### src/rtl/tsd_pkg.sv
package tsd_pkg;

    localparam int unsigned CMD_DEPTH = 4;
    localparam int unsigned CMD_PTR_W = $clog2(CMD_DEPTH);
    localparam int unsigned CMD_CNT_W = CMD_PTR_W + 1;

    localparam logic [31:0] MAX_LEN_RESET = 32'd1048576;

    typedef enum logic [1:0] {
        PH_HEADER = 2'd0,
        PH_VALUE  = 2'd1,
        PH_DROP   = 2'd2
    } t_phase;

    typedef enum logic [1:0] {
        ST_OK             = 2'd0,
        ST_HDR_INCOMPLETE = 2'd1,
        ST_TOO_LARGE      = 2'd2,
        ST_LEN_EXCEEDS    = 2'd3
    } t_status;

    typedef struct packed {
        logic [7:0] data_byte;
        logic       body_last;
    } t_in;

    typedef struct packed {
        logic [15:0] record_type;
        logic [7:0]  value_byte;
        logic        value_empty;
        logic        value_last;
        logic        body_done;
        t_status     parse_status;
    } t_out;

    // one entry per accepted byte that produces anything: a value/empty result,
    // a body-done result, or both (value first)
    typedef struct packed {
        logic        has_val;
        logic [15:0] record_type;
        logic [7:0]  value_byte;
        logic        value_empty;
        logic        value_last;
        logic        has_done;
        t_status     status;
    } t_cmd;

endpackage

### src/rtl/tlv_stream_deframer.sv
// Path: an accepted byte's result is written into the command queue, then loaded into the output register.
// Throughput: one byte per cycle while the command queue is not full; a byte that yields both a value and a body-done
// result takes two output beats, the 4-entry command queue absorbs the burst.
// full rises only when that queue is full.
// Reset (i_rst_n low, synchronous): queues empty, parser in header phase,
// max_value_length back to 1048576.
module tlv_stream_deframer (
    input  logic          i_clk,
    input  logic          i_rst_n,
    input  logic          push,
    input  tsd_pkg::t_in  i_item,
    output logic          full,
    output logic          empty,
    input  logic          pop,
    output tsd_pkg::t_out o_res,
    input  logic          i_cfg_we,
    input  logic [31:0]   i_cfg_wdata
);

    logic          q_push;
    logic          q_full;
    logic          q_pop;
    logic          q_not_empty;
    tsd_pkg::t_cmd q_wr_cmd;
    tsd_pkg::t_cmd q_rd_cmd;

    assign full = q_full;

    tsd_front u_front (
        .i_clk       (i_clk),
        .i_rst_n     (i_rst_n),
        .i_push      (push),
        .i_item      (i_item),
        .i_cfg_we    (i_cfg_we),
        .i_cfg_wdata (i_cfg_wdata),
        .i_q_full    (q_full),
        .o_q_push    (q_push),
        .o_q_cmd     (q_wr_cmd)
    );

    tsd_fifo u_fifo (
        .i_clk       (i_clk),
        .i_rst_n     (i_rst_n),
        .i_wr_en     (q_push),
        .i_wr_data   (q_wr_cmd),
        .o_full      (q_full),
        .i_rd_en     (q_pop),
        .o_rd_data   (q_rd_cmd),
        .o_not_empty (q_not_empty)
    );

    tsd_back u_back (
        .i_clk         (i_clk),
        .i_rst_n       (i_rst_n),
        .i_q_not_empty (q_not_empty),
        .i_q_cmd       (q_rd_cmd),
        .o_q_pop       (q_pop),
        .o_empty       (empty),
        .i_pop         (pop),
        .o_res         (o_res)
    );

endmodule

### src/rtl/tsd_front.sv
module tsd_front (
    input  logic          i_clk,
    input  logic          i_rst_n,
    input  logic          i_push,
    input  tsd_pkg::t_in  i_item,
    input  logic          i_cfg_we,
    input  logic [31:0]   i_cfg_wdata,
    input  logic          i_q_full,
    output logic          o_q_push,
    output tsd_pkg::t_cmd o_q_cmd
);

    tsd_pkg::t_phase  r_phase, n_phase;
    logic [2:0]       r_hdr_cnt, n_hdr_cnt;
    logic [15:0]      r_type, n_type;
    logic [31:0]      r_len, n_len;
    logic [31:0]      r_rem, n_rem;
    tsd_pkg::t_status r_err, n_err;
    logic [31:0]      r_max_len;

    logic             accept;
    logic             last;
    logic [7:0]       b;
    logic [31:0]      len_shift;
    logic [31:0]      rem_dec;
    logic             len_big;
    logic             len_zero;
    logic             hdr_done;
    tsd_pkg::t_status err_upd;
    tsd_pkg::t_cmd    cmd;

    assign accept    = i_push & ~i_q_full;
    assign last      = i_item.body_last;
    assign b         = i_item.data_byte;
    assign len_shift = {r_len[23:0], b};
    assign rem_dec   = r_rem - 32'd1;
    assign len_big   = len_shift > r_max_len;
    assign len_zero  = (len_shift == 32'd0);
    assign hdr_done  = (r_hdr_cnt >= 3'd5);

    // datapath and command decode
    always_comb begin
        n_hdr_cnt = r_hdr_cnt;
        n_type    = r_type;
        n_len     = r_len;
        n_rem     = r_rem;
        err_upd   = r_err;
        cmd       = '0;
        unique case (r_phase)
            tsd_pkg::PH_DROP: begin
            end
            tsd_pkg::PH_VALUE: begin
                cmd.has_val     = 1'b1;
                cmd.record_type = r_type;
                cmd.value_byte  = b;
                cmd.value_last  = (r_rem == 32'd1);
                n_rem           = rem_dec;
                if ((rem_dec != 32'd0) && last) begin
                    err_upd = tsd_pkg::ST_LEN_EXCEEDS;
                end
            end
            default: begin
                if (r_hdr_cnt < 3'd2) begin
                    n_type = {r_type[7:0], b};
                end else begin
                    n_len = len_shift;
                end
                if (hdr_done) begin
                    n_hdr_cnt = 3'd0;
                    n_len     = 32'd0;
                    if (len_big) begin
                        err_upd = tsd_pkg::ST_TOO_LARGE;
                    end else if (len_zero) begin
                        cmd.has_val     = 1'b1;
                        cmd.record_type = r_type;
                        cmd.value_empty = 1'b1;
                        cmd.value_last  = 1'b1;
                    end else if (last) begin
                        err_upd = tsd_pkg::ST_LEN_EXCEEDS;
                    end else begin
                        n_rem = len_shift;
                    end
                end else begin
                    n_hdr_cnt = r_hdr_cnt + 3'd1;
                    if (last) begin
                        err_upd = tsd_pkg::ST_HDR_INCOMPLETE;
                    end
                end
            end
        endcase
        n_err = err_upd;
        if (last) begin
            cmd.has_done = 1'b1;
            cmd.status   = err_upd;
            n_hdr_cnt    = 3'd0;
            n_type       = 16'd0;
            n_len        = 32'd0;
            n_rem        = 32'd0;
            n_err        = tsd_pkg::ST_OK;
        end
    end

    // next phase
    always_comb begin
        n_phase = r_phase;
        unique case (r_phase)
            tsd_pkg::PH_DROP: begin
            end
            tsd_pkg::PH_VALUE: begin
                if (rem_dec == 32'd0) begin
                    n_phase = tsd_pkg::PH_HEADER;
                end
            end
            default: begin
                n_phase = tsd_pkg::PH_HEADER;
                if (hdr_done && !len_big && !len_zero && !last) begin
                    n_phase = tsd_pkg::PH_VALUE;
                end
            end
        endcase
        if ((err_upd != tsd_pkg::ST_OK) && !last) begin
            n_phase = tsd_pkg::PH_DROP;
        end
        if (last) begin
            n_phase = tsd_pkg::PH_HEADER;
        end
    end

    assign o_q_push = accept & (cmd.has_val | cmd.has_done);
    assign o_q_cmd  = cmd;

    always_ff @(posedge i_clk) begin
        if (!i_rst_n) begin
            r_phase   <= tsd_pkg::PH_HEADER;
            r_hdr_cnt <= 3'd0;
            r_type    <= 16'd0;
            r_len     <= 32'd0;
            r_rem     <= 32'd0;
            r_err     <= tsd_pkg::ST_OK;
            r_max_len <= tsd_pkg::MAX_LEN_RESET;
        end else begin
            if (accept) begin
                r_phase   <= n_phase;
                r_hdr_cnt <= n_hdr_cnt;
                r_type    <= n_type;
                r_len     <= n_len;
                r_rem     <= n_rem;
                r_err     <= n_err;
            end
            if (i_cfg_we) begin
                r_max_len <= i_cfg_wdata;
            end
        end
    end

    a_drop_silent: assert property (@(posedge i_clk) disable iff (!i_rst_n)
        (accept && r_phase == tsd_pkg::PH_DROP) |-> !cmd.has_val)
        else $error("value emitted while dropping");

    a_value_phase_has_rem: assert property (@(posedge i_clk) disable iff (!i_rst_n)
        (r_phase == tsd_pkg::PH_VALUE) |-> (r_rem != 32'd0))
        else $error("value phase with nothing remaining");

endmodule

### src/rtl/tsd_fifo.sv
module tsd_fifo (
    input  logic          i_clk,
    input  logic          i_rst_n,
    input  logic          i_wr_en,
    input  tsd_pkg::t_cmd i_wr_data,
    output logic          o_full,
    input  logic          i_rd_en,
    output tsd_pkg::t_cmd o_rd_data,
    output logic          o_not_empty
);

    tsd_pkg::t_cmd                   r_mem [tsd_pkg::CMD_DEPTH];
    logic [tsd_pkg::CMD_PTR_W-1:0]   r_wptr, r_rptr;
    logic [tsd_pkg::CMD_CNT_W-1:0]   r_count;
    logic                            wr, rd;

    assign o_full      = (r_count == tsd_pkg::CMD_CNT_W'(tsd_pkg::CMD_DEPTH));
    assign o_not_empty = (r_count != '0);
    assign o_rd_data   = r_mem[r_rptr];
    assign wr          = i_wr_en & ~o_full;
    assign rd          = i_rd_en & o_not_empty;

    always_ff @(posedge i_clk) begin
        if (wr) begin
            r_mem[r_wptr] <= i_wr_data;
        end
    end

    always_ff @(posedge i_clk) begin
        if (!i_rst_n) begin
            r_wptr  <= '0;
            r_rptr  <= '0;
            r_count <= '0;
        end else begin
            if (wr) begin
                r_wptr <= r_wptr + tsd_pkg::CMD_PTR_W'(1);
            end
            if (rd) begin
                r_rptr <= r_rptr + tsd_pkg::CMD_PTR_W'(1);
            end
            if (wr && !rd) begin
                r_count <= r_count + tsd_pkg::CMD_CNT_W'(1);
            end else if (rd && !wr) begin
                r_count <= r_count - tsd_pkg::CMD_CNT_W'(1);
            end
        end
    end

    a_no_write_full: assert property (@(posedge i_clk) disable iff (!i_rst_n)
        o_full |-> !i_wr_en)
        else $error("command queue overrun");

    a_count_tracks: assert property (@(posedge i_clk) disable iff (!i_rst_n)
        (wr && rd) |=> $stable(r_count))
        else $error("queue count moved on simultaneous push and pop");

endmodule

### src/rtl/tsd_back.sv
module tsd_back (
    input  logic          i_clk,
    input  logic          i_rst_n,
    input  logic          i_q_not_empty,
    input  tsd_pkg::t_cmd i_q_cmd,
    output logic          o_q_pop,
    output logic          o_empty,
    input  logic          i_pop,
    output tsd_pkg::t_out o_res
);

    tsd_pkg::t_cmd r_cur;
    logic          r_cur_valid;
    logic          r_val_sent;
    logic          show_val;
    logic          pop_ok;
    logic          release_cur;
    logic          load;

    assign show_val    = r_cur.has_val & ~r_val_sent;
    assign pop_ok      = i_pop & r_cur_valid;
    // a command with both parts stays for a second beat
    assign release_cur = pop_ok & (~show_val | ~r_cur.has_done);
    assign load        = i_q_not_empty & (~r_cur_valid | release_cur);
    assign o_q_pop     = load;
    assign o_empty     = ~r_cur_valid;

    always_comb begin
        o_res = '0;
        if (show_val) begin
            o_res.record_type = r_cur.record_type;
            o_res.value_byte  = r_cur.value_byte;
            o_res.value_empty = r_cur.value_empty;
            o_res.value_last  = r_cur.value_last;
        end else begin
            o_res.body_done    = 1'b1;
            o_res.parse_status = r_cur.status;
        end
    end

    always_ff @(posedge i_clk) begin
        if (load) begin
            r_cur <= i_q_cmd;
        end
    end

    always_ff @(posedge i_clk) begin
        if (!i_rst_n) begin
            r_cur_valid <= 1'b0;
            r_val_sent  <= 1'b0;
        end else begin
            if (load) begin
                r_cur_valid <= 1'b1;
                r_val_sent  <= 1'b0;
            end else if (release_cur) begin
                r_cur_valid <= 1'b0;
                r_val_sent  <= 1'b0;
            end else if (pop_ok) begin
                r_val_sent  <= 1'b1;
            end
        end
    end

    a_done_follows_value: assert property (@(posedge i_clk) disable iff (!i_rst_n)
        (pop_ok && show_val && r_cur.has_done) |=> (r_cur_valid && !show_val))
        else $error("body-done beat lost after value beat");

    a_cmd_not_void: assert property (@(posedge i_clk) disable iff (!i_rst_n)
        r_cur_valid |-> (r_cur.has_val || r_cur.has_done))
        else $error("held command carries no result");

endmodule
### config.mk
export PLATFORM = sky130hd
export DESIGN_NAME = tlv_stream_deframer
export DESIGN_NICKNAME = d
export VERILOG_FILES = /design/src/rtl/tsd_pkg.sv /design/src/rtl/tlv_stream_deframer.sv /design/src/rtl/tsd_front.sv /design/src/rtl/tsd_fifo.sv /design/src/rtl/tsd_back.sv
export SDC_FILE = /design/constraint.sdc
export NUM_CORES = 1
export LEC_CHECK = 0
export ABC_AREA = 1
export BUFFER_PORTS_ARGS = -buffer_cell sky130_fd_sc_hd__buf_4
export CAP_MARGIN = 20
export CORE_MARGIN = 1.5
export CORE_UTILIZATION = 45
export DETAILED_ROUTE_END_ITERATION = 10
export SYNTH_ARGS = -nofsm -noshare
export SYNTH_HDL_FRONTEND = slang
export SYNTH_HIERARCHICAL = 1
export SYNTH_SLANG_ARGS = --single-unit
### constraint.sdc
create_clock -name i_clk -period 3.9 [get_ports i_clk]
set_input_delay 0.39 -clock i_clk [delete_from_list [all_inputs] [get_ports i_clk]]
set_output_delay 0.39 -clock i_clk [all_outputs]
set_load 0.01 [all_outputs]
==> results of run 1 <==
[sequential cells by signal, indices dropped and copies added, names as in the netlist, named ones only]
name and count:
u_fifo/r_mem 120, u_front/r_max_len 32, u_front/r_rem 32, u_back/r_cur 30, u_front/r_len 24, u_front/r_type 16
u_fifo/r_count 3, u_front/r_hdr_cnt 3, u_fifo/r_rptr 2, u_fifo/r_wptr 2, u_front/r_err 2, u_front/r_phase 2
u_back/r_cur_valid 1, u_back/r_val_sent 1
[layout by cell type (no fill, tap or decap), types with 7 or more instances in the layout]
cell                          n
sky130_fd_sc_hd__o22ai_1     37
sky130_fd_sc_hd__edfxtp_1   150
sky130_fd_sc_hd__a21oi_1     82
sky130_fd_sc_hd__a22oi_1     24
sky130_fd_sc_hd__a221oi_1    19
sky130_fd_sc_hd__nor2_2      25
sky130_fd_sc_hd__o21ai_1     37
sky130_fd_sc_hd__nand3_1     29
sky130_fd_sc_hd__inv_1      170
sky130_fd_sc_hd__nor4_1       7
sky130_fd_sc_hd__nand4_1     16
sky130_fd_sc_hd__nand2_1    193
sky130_fd_sc_hd__nand2_4      8
sky130_fd_sc_hd__o21ai_0     78
sky130_fd_sc_hd__dfxtp_1    121
sky130_fd_sc_hd__nand2_2     22
sky130_fd_sc_hd__clkbuf_16   29
sky130_fd_sc_hd__nor2_4       8
sky130_fd_sc_hd__ha_1        44
sky130_fd_sc_hd__nor2_1     225
sky130_fd_sc_hd__inv_2        9
sky130_fd_sc_hd__buf_4      106
sky130_fd_sc_hd__a211oi_1    33
[path summary, 6_finish.rpt]
| check | startpoint | slack, ns | to |
|---|---|---|---|
| hold / removal | i_cfg_we | 0.04 | u_front/r_max_len[20] |
| setup reg to reg | u_front/r_max_len[31] | 0.41 | u_fifo/r_count[2] |
| setup / recovery | u_front/r_max_len[31] | 0.41 | u_fifo/r_count[2] |
| hold reg to reg | u_front/r_max_len[22] | 0.46 | u_front/r_max_len[22] |
[power groups by stage]
stage          combinational (W)  clock, W  sequential, W
2_1_floorplan            0.00183         0        0.00367
3_3_place_gp             0.00248         0        0.00374
3_5_place_dp             0.00251         0        0.00375
4_1_cts                  0.00252   0.00297        0.00369
5_1_grt                  0.00279   0.00309        0.00373
6_report                 0.00249   0.00291        0.00369
[stage by stage]
| step | setup WS [ns] | hold WS, ns | TNS, ns | area (µm²) | util, % |
|---|---|---|---|---|---|
| after detailed placement | 0.177 | 0.453 | 0 | 14000 | 49.1 |
| after global placement | 0.219 | 0.447 | 0 | 14000 | 49.1 |
| final | 0.408 | 0.0439 | 0 | 15100 | 52.7 |
| after global routing | 0.0434 | 0.0389 | 0 | 15100 | 52.7 |
| after floorplan | -0.0233 | 0.433 | -2.80 | 13000 | - |
| after CTS | 0.141 | 0.0219 | 0 | 15000 | 52.7 |
[synthesized netlist by cell type, types with 4 or more instances]
cell type	n
sky130_fd_sc_hd__nor2_1	229
sky130_fd_sc_hd__nand2_1	193
sky130_fd_sc_hd__inv_1	170
sky130_fd_sc_hd__edfxtp_1	150
sky130_fd_sc_hd__dfxtp_1	122
sky130_fd_sc_hd__a21oi_1	83
sky130_fd_sc_hd__o21ai_0	78
sky130_fd_sc_hd__ha_1	44
sky130_fd_sc_hd__o21ai_1	37
sky130_fd_sc_hd__o22ai_1	37
sky130_fd_sc_hd__a211oi_1	33
sky130_fd_sc_hd__nand3_1	29
sky130_fd_sc_hd__a22oi_1	24
sky130_fd_sc_hd__clkbuf_1	24
sky130_fd_sc_hd__nand2_2	22
sky130_fd_sc_hd__nor2_2	21
sky130_fd_sc_hd__a221oi_1	19
sky130_fd_sc_hd__nand4_1	16
sky130_fd_sc_hd__buf_2	13
sky130_fd_sc_hd__buf_6	13
sky130_fd_sc_hd__inv_2	9
sky130_fd_sc_hd__nand2_4	8
sky130_fd_sc_hd__nor2_4	8
sky130_fd_sc_hd__nor4_1	7
sky130_fd_sc_hd__buf_4	6
sky130_fd_sc_hd__nand3_2	5
sky130_fd_sc_hd__nor3_1	5
sky130_fd_sc_hd__xor2_1	5
sky130_fd_sc_hd__a21oi_2	4
[layout make-up]
type                       instances  share of cell area [%]
clock inverter                    20                    1.78
timing repair buffer             110                    5.82
inverter                         183                    4.61
sequential                       272                    46.2
tap                              384                    3.19
multi-input combinational        924                    33.5
clock buffer                      34                    4.95
[layer usage]
layer  vias to the layer above  part of all wire [%]  track usage (%)
li1                       5048                     -                -
met1                      4725                    44             28.1
met2                       257                    48             36.6
met3                        63                   4.8             2.64
met4                         0                   3.1             8.01
met5                         -                     0                0
[kinds of logic (layout without fill, tap and decap cells)]
group | Yosys count | in the layout | share of synthesized area, %
XOR/XNOR | 7 | 7 | 0.529
buffers and inverters | 243 | 347 | 8.16
AO/OA/AOI/OAI | 322 | 322 | 14.6
AND/OR/NAND/NOR | 550 | 550 | 18.9
adder cells (fa/ha/maj) | 45 | 45 | 4.38
flip-flops | 272 | 272 | 53.4
[timing repair]
item | in CTS | in global routing
endpoints found under the hold margin | 0 | 0
endpoints found under the setup margin | 0 | 2
hold buffers | 0 | 0
gates resized for setup | 0 | 3
[worst max-delay path: cells and delay by family, from the launching register on]
kind	cells	cell delay, ns
flip-flops	1	0.31
AO/OA/AOI/OAI	1	0.09
buffers and inverters	6	0.49
adder cells (fa/ha/maj)	3	0.83
AND/OR/NAND/NOR	14	1.64
==> impl_summary.txt, run 1 <==
----------------------------------------------------
[Clocking]
  H-Tree Depth ... 1
  Clock sink count ... 272
  Post-CTS setup repair buffer count ... 0
  CTS max path bufs ... 3
  Number of clock buffers inserted by TritonCTS ... 29
  Buffer type at the clock tree root ... sky130_fd_sc_hd__clkbuf_16
  Clock latency on the worst-skew pair ... ~0.56 ns
  Post-CTS clock slew at the launch and capture registers of the worst setup and hold paths ... 0.06 ns
  CTS tree ... yes

[Global route]
  Largest net degree at the start of global routing ... a little over 60
  First-pass GRT wire length ... between 50 and 60 mm
  Initial antenna violation count ... 0
  Total routing resource utilization after global routing ... around 21%
  Via count of the first global-routing pass ... 9705
  Total global routing overflow ... 0

[Yosys]
  Total nets after synthesis ... 1530
  Synth async-reset ratio ... 0%
  Proportion of synthesized chip area in sequential cells ... 53.4%
  Mean instance size in the synthesized netlist ... 9.04 µm²
  Netlist Area Pre-Place ... 0.0130 mm²
  Main synth FF type ... sky130_fd_sc_hd__edfxtp_1
  Synthesized netlist cell count ... ~1400
  Seq cells post-synth ... roughly 270
  Cell taking the most area after synthesis ... sky130_fd_sc_hd__edfxtp_1
  Biggest area contributors in the synthesized netlist ... sky130_fd_sc_hd__edfxtp_1 (35%), sky130_fd_sc_hd__dfxtp_1 (19%), sky130_fd_sc_hd__nor2_1 (6.6%)
  Yosys top cell area share ... between 30% and 40%
  Number of synthesized flops with an enable pin ... 150
  Number of unique standard cell types used by synthesis ... 45
  Number of warnings reported in the yosys synthesis log ... 6

[STA]
  Minimum clock period after layout ... 3.49 ns
  Worst Tran Pin Value ... between 0.7 and 0.8 ns
  Worst clock skew ... ~0.018 ns
  RSZ-0062 raised after global routing ... no
  Final count of pins violating max slew ... 0
  Final Hold Fails ... 0
  Worst slew slack as a fraction of its limit ... 49.3%
  Fraction of the cycle the final worst path needs ... 89.5%
  Peak clock frequency supported by timing ... approximately 290 MHz
  Total of endpoints with negative setup slack in the final report ... 0

[Worst setup path]
  Most Frequent Cell on Critical Path ... sky130_fd_sc_hd__nand2_1
  CP endpoint kind ... register
  Critical-path top delay cell ... sky130_fd_sc_hd__fa_1
  Critical path peak fanout ... 4
  WP data arrival ... 3.94 ns
  Count of cells along the worst register-to-register path ... 24
  Worst path required time ... approximately 4.4 ns
  Category of the most critical setup path ... reg2reg
  Critical path cell sequence ... inv_1 -> ha_1 -> nand4_1 -> nor3_2 -> nor3b_2 -> nand3_1 -> nand2_1 -> nand2_1 -> nor3_2 -> inv_1 -> nand2_1 -> o21ai_0 -> inv_1 -> nand2_2 -> inv_2 -> ha_1 -> inv_1 -> fa_1 -> inv_1 -> nand2_1 -> nand3_1 -> nand2_1 -> nand2_1 -> nor2_1
  Startpoint kind of the worst setup timing path ... register
  Critical path's largest stage delay ... 0.37 ns

[Power]
  Switch Pwr ... 0.00303 W
  Peak VDD IR ... 0.000343 V
  Sequential share of power ... 40.6%
  Combinational Power Share ... a little over a quarter
  Reported leakage power ... between 6 and 7 nW
  Cell Int Power ... slightly above 0.006 W
  Total Power Consumption ... 0.00909 W
  Pwr dens ... 604 mW/mm²
  Switching part of the total power ... 33.4%
  Clock group share of total power ... 32.0%

[Floorplanning]
  Die outline height ... 173 µm
  Initial cell density of the core ... roughly 46%
  DIE AREA ... 0.0299 mm²
  X dimension of the die ... 173 µm
  Cell Rows ... 62
  Core area ... 0.0285 mm²
  Num ports ... slightly below 80

[Placed design]
  Final HPWL from detailed placement ... 21.8 mm
  Count of port buffers added during placement ... 76
  Final weighted congestion of routability-driven global placement ... 0.878
  Number of cells in the design after placement ... 1873

[Hold path]
  Depth of the worst hold-timing path ... 2
  Hold crit path type ... in2reg

[Status]
  Result of the run ... finished clean

[Layout]
  Area growth from synthesis to final layout ... 15.7%
  Layout filler cell count ... 2702
  Multi-input logic area ... 0.00504 mm²
  Layout cells sized above 1 ... 16.0%
  Sequential Area ... 0.00695 mm²
  Final Non-Filler Cells ... about 1900
  Number of antenna diodes ... 0
  Net total in the final layout ... 1611

[Routing]
  Number of iterations in the first detailed-routing pass ... 5
  Final routed DRC violation total ... 0
  Detailed router's first-iteration violation count ... 721
  Total wire length after detailed routing ... 32.2 mm
  Wire length per cell after detailed routing ... 16.7 µm
  Vias per inst ... 5.24
  Number of antenna-violating nets in the routed design ... 0
  Via count ... 10100

[Flow run]
  Maximum Capacitance Violations ... 0

----------------------------------------------------
Note: power is estimated with default switching activity, not from simulation.
==> inputs of run 2 (changes only) <==
- REMOVE_ABC_BUFFERS: default -> 1
==> run 2 against run 1 <==
Compared with the run above: count of clock-buffer cells in the layout is 2 higher; fmax is 0.19% higher; combinational power hardly changed; clock power is 12% higher; critical path type unchanged; largest cell class unchanged.
==> impl_summary.txt, run 2 (same netlist as run 1, synthesis figures left out) <==
----------------------------------------------------
[STA]
  Minimum clock period after layout ... 3.49 ns (-0.00656 ns)
  Final Hold Fails ... 0 (unchanged)
  Worst clock skew ... 0.00970 ns (-0.00863 ns)
  Smallest hold slack ... 0.0516 ns (+0.00771 ns)
  RSZ-0062 raised after global routing ... no
  Peak clock frequency supported by timing ... 287 MHz (+0.19%)
  Total of endpoints with negative setup slack in the final report ... 0 (unchanged)
  Sum of negative setup slack ... 0 ns (unchanged)
  Worst Tran Pin Value ... 0.798 ns (+0.0429 ns)
  Final count of pins violating max slew ... 0 (unchanged)
  Worst slew slack as a fraction of its limit ... 46.8% (-2.5 points)
  Fraction of the cycle the final worst path needs ... 89.4% (-0.17 points)

[Worst setup path]
  Critical register-to-register path endpoint ... u_fifo/r_count[2]
  Worst-case register-to-register setup slack ... 0.41 ns (about the same)
  WP data arrival ... 3.95 ns (about the same)
  Worst path required time ... 4.36 ns (about the same)
  Count of cells along the worst register-to-register path ... 23 (-4.2%)
  Startpoint kind of the worst setup timing path ... register
  Critical path peak fanout ... 5 (+1)
  CP endpoint kind ... register
  Worst R2R Start ... u_front/r_len[23]
  Category of the most critical setup path ... reg2reg

[Placed design]
  Number of cells in the design after placement ... 1869 (-0.21%)
  Final HPWL from detailed placement ... 21.3 mm (-2.2%)
  Placed Instance Area ... 0.0140 mm² (-0.30%)
  Final weighted congestion of routability-driven global placement ... 0.886 (+0.90%)
  Count of port buffers added during placement ... 76 (unchanged)

[Power]
  Cell Int Power ... 0.00644 W (+6.4%)
  Reported leakage power ... 6.11 nW (+1.3%)
  Clock group share of total power ... 34.7% (+2.7 points)
  Pwr dens ... 622 mW/mm² (+3.1%)
  Switching part of the total power ... 31.7% (-1.6 points)
  Sequential share of power ... 39.2% (-1.4 points)
  Peak VDD IR ... 0.000416 V (+22%)
  Combinational Power Share ... 26.1% (-1.3 points)
  Switch Pwr ... 0.00300 W (-1.1%)

[Routing]
  Total wire length after detailed routing ... 31.8 mm (-1.1%)
  Final routed DRC violation total ... 0 (unchanged)
  Met3 routed wirelength ... 1.18 mm (-23%)
  Via count ... 10100 (-0.050%)
  Detailed router's first-iteration violation count ... 618 (-14%)
  Number of antenna-violating nets in the routed design ... 0 (unchanged)
  Met2 wire length ... 15.6 mm (+0.61%)
  Number of iterations in the first detailed-routing pass ... 5 (unchanged)
  Vias per inst ... 5.24 (about the same)
  Routed met1 length ... 13.9 mm (-1.7%)
  Highest routing layer actually used ... met4
  Wire length per cell after detailed routing ... 16.5 µm (-1.0%)

[Layout]
  Layout filler cell count ... 2655 (-1.7%)
  Net total in the final layout ... 1608 (-0.19%)
  Post-Layout Inst Area ... 0.0152 mm² (+0.78%)
  Register with the most flip-flops ... u_fifo/r_mem
  Largest registers ... u_fifo/r_mem x120, u_front/r_max_len x32, u_front/r_rem x32
  Number of antenna diodes ... 0 (unchanged)
  Area growth from synthesis to final layout ... 16.6%
  Highest-count cells in the layout ignoring fill and taps ... sky130_fd_sc_hd__nor2_1 (225), sky130_fd_sc_hd__nand2_1 (193), sky130_fd_sc_hd__inv_1 (170)
  Flip-flop count of the largest register after layout ... 120 (unchanged)
  Layout cells sized above 1 ... 16.0% (-0.044 points)
  Most frequent standard cell in the layout excluding fill and tap cells ... sky130_fd_sc_hd__nor2_1
  Final Non-Filler Cells ... 1925 (-0.10%)

[Hold path]
  Hold crit path type ... in2reg
  WHS Endpoint ... u_front/r_max_len[20]
  Hold path start ... i_cfg_wdata[20]
  Depth of the worst hold-timing path ... 3 (+1)

[Clocking]
  Number of clock buffers inserted by TritonCTS ... 30 (+3.4%)
  # hold bufs at CTS ... 0 (unchanged)
  H-Tree Depth ... 1 (unchanged)
  CTS max path bufs ... 3 (unchanged)
  Buffer type at the clock tree root ... sky130_fd_sc_hd__clkbuf_16
  Clock latency on the worst-skew pair ... 0.56 ns (about the same)
  CTS tree ... yes
  Post-CTS clock slew at the launch and capture registers of the worst setup and hold paths ... 0.06 ns (about the same)
  Clock sink count ... 272 (unchanged)

[Global route]
  First-pass GRT wire length ... 51.4 mm (-0.24%)
  Via count of the first global-routing pass ... 9761 (+0.58%)
  Total routing resource utilization after global routing ... 21.4% (-0.12 points)
  Total global routing overflow ... 0 (unchanged)
  Initial antenna violation count ... 0 (unchanged)
  Largest net degree at the start of global routing ... 61 (unchanged)

[Floorplanning]
  DIE AREA ... 0.0299 mm² (unchanged)
  Cell Rows ... 62 (unchanged)
  Initial cell density of the core ... 45.6% (unchanged)
  Die outline height ... 173 µm (unchanged)
  Num ports ... 77 (unchanged)
  X dimension of the die ... 173 µm (unchanged)
  Core area ... 0.0285 mm² (unchanged)

[Flow run]
  Maximum Capacitance Violations ... 0 (unchanged)

[Status]
  Result of the run ... finished clean

----------------------------------------------------
-- run 2: cell count changes in the layout (fill, tap and decap cells not counted), moves of 2 or more --
cell / previous run / this run
sky130_fd_sc_hd__buf_4: 106 / 103
sky130_fd_sc_hd__bufinv_16: 5 / 10
sky130_fd_sc_hd__clkbuf_8: 0 / 2
sky130_fd_sc_hd__clkinv_2: 3 / 7
sky130_fd_sc_hd__clkinv_4: 3 / 0
sky130_fd_sc_hd__clkinvlp_4: 3 / 0
sky130_fd_sc_hd__inv_6: 3 / 0
-- run 2: worst max-delay path by stage --
stage | start | end | slack (ns) | cells past startpoint
after floorplan | u_front/r_max_len[31] | u_fifo/r_mem[1][0] | -0.02 | 15
final | u_front/r_len[23] | u_fifo/r_count[2] | 0.41 | 23
after CTS | u_front/r_max_len[31] | u_fifo/r_count[2] | 0.16 | 24
after global placement | u_front/r_len[23] | u_fifo/r_count[2] | 0.33 | 23
after detailed placement | u_front/r_len[23] | u_fifo/r_count[2] | 0.21 | 23
after global routing | u_front/r_max_len[31] | u_fifo/r_count[2] | 0.05 | 24
-- run 2: per-layer routing --
| metal | track usage [%] | up-vias |
|---|---|---|
| met5 | 0 | - |
| li1 | - | 5039 |
| met3 | 2.79 | 71 |
| met4 | 7.79 | 0 |
| met1 | 27.3 | 4751 |
| met2 | 37.1 | 227 |
-- run 2: final cells by class --
| cell class | count | area (µm²) | share of cell area (%) |
|---|---|---|---|
| clock buffer | 36 | 793 | 5.23 |
| timing repair buffer | 106 | 833 | 5.49 |
| clock inverter | 20 | 373 | 2.46 |
| sequential | 272 | 6950 | 45.8 |
| tap | 384 | 480 | 3.17 |
| multi-input combinational | 924 | 5050 | 33.3 |
| inverter | 183 | 694 | 4.58 |
-- run 2: what timing repair did --
| action | 4_1_cts | 5_1_grt |
|---|---|---|
| hold endpoints to repair | 0 | 0 |
| buffers inserted | 0 | 0 |
| endpoints found under the setup margin | 0 | 2 |
| resized for setup | 0 | 4 |
-- run 2: power groups by stage --
stage / Sequential (W) / Combinational [W] / Clock (W)
floorplan: 0.00373 / 0.00158 / 0
global placement: 0.00376 / 0.00245 / 0
detailed placement: 0.00376 / 0.00247 / 0
CTS: 0.00371 / 0.00249 / 0.00334
global route: 0.00375 / 0.00275 / 0.00345
finish: 0.00370 / 0.00246 / 0.00327
-- run 2: worst max-delay path: stages, from the launching register on --
cell                      delay [ns]
sky130_fd_sc_hd__dfxtp_1        0.34
sky130_fd_sc_hd__ha_1           0.33
sky130_fd_sc_hd__nand4_1        0.21
sky130_fd_sc_hd__nor3_2         0.19
sky130_fd_sc_hd__nor3b_4        0.24
sky130_fd_sc_hd__nand3_1        0.09
sky130_fd_sc_hd__nand2_1        0.13
sky130_fd_sc_hd__nand2_1        0.10
sky130_fd_sc_hd__nor3_2         0.15
sky130_fd_sc_hd__inv_1          0.08
sky130_fd_sc_hd__nand2_1        0.08
sky130_fd_sc_hd__o21ai_0        0.08
sky130_fd_sc_hd__inv_1          0.13
sky130_fd_sc_hd__nand2_2        0.13
sky130_fd_sc_hd__inv_2          0.12
sky130_fd_sc_hd__ha_1           0.18
sky130_fd_sc_hd__inv_1          0.07
sky130_fd_sc_hd__fa_1           0.39
sky130_fd_sc_hd__inv_1          0.08
sky130_fd_sc_hd__nand2_1        0.05
sky130_fd_sc_hd__nand3_1        0.08
sky130_fd_sc_hd__nand2_1        0.06
sky130_fd_sc_hd__nand2_1        0.05
sky130_fd_sc_hd__nor2_1         0.04
-- run 2: stage by stage --
stage	power [W]	setup slack (ns)	util [%]
finish	0.00944	0.414	53.1
global route	0.00995	0.0461	53.1
CTS	0.00953	0.162	53.1
detailed placement	0.00624	0.211	49.0
global placement	0.00620	0.331	49.0
floorplan	0.00531	-0.0233	-
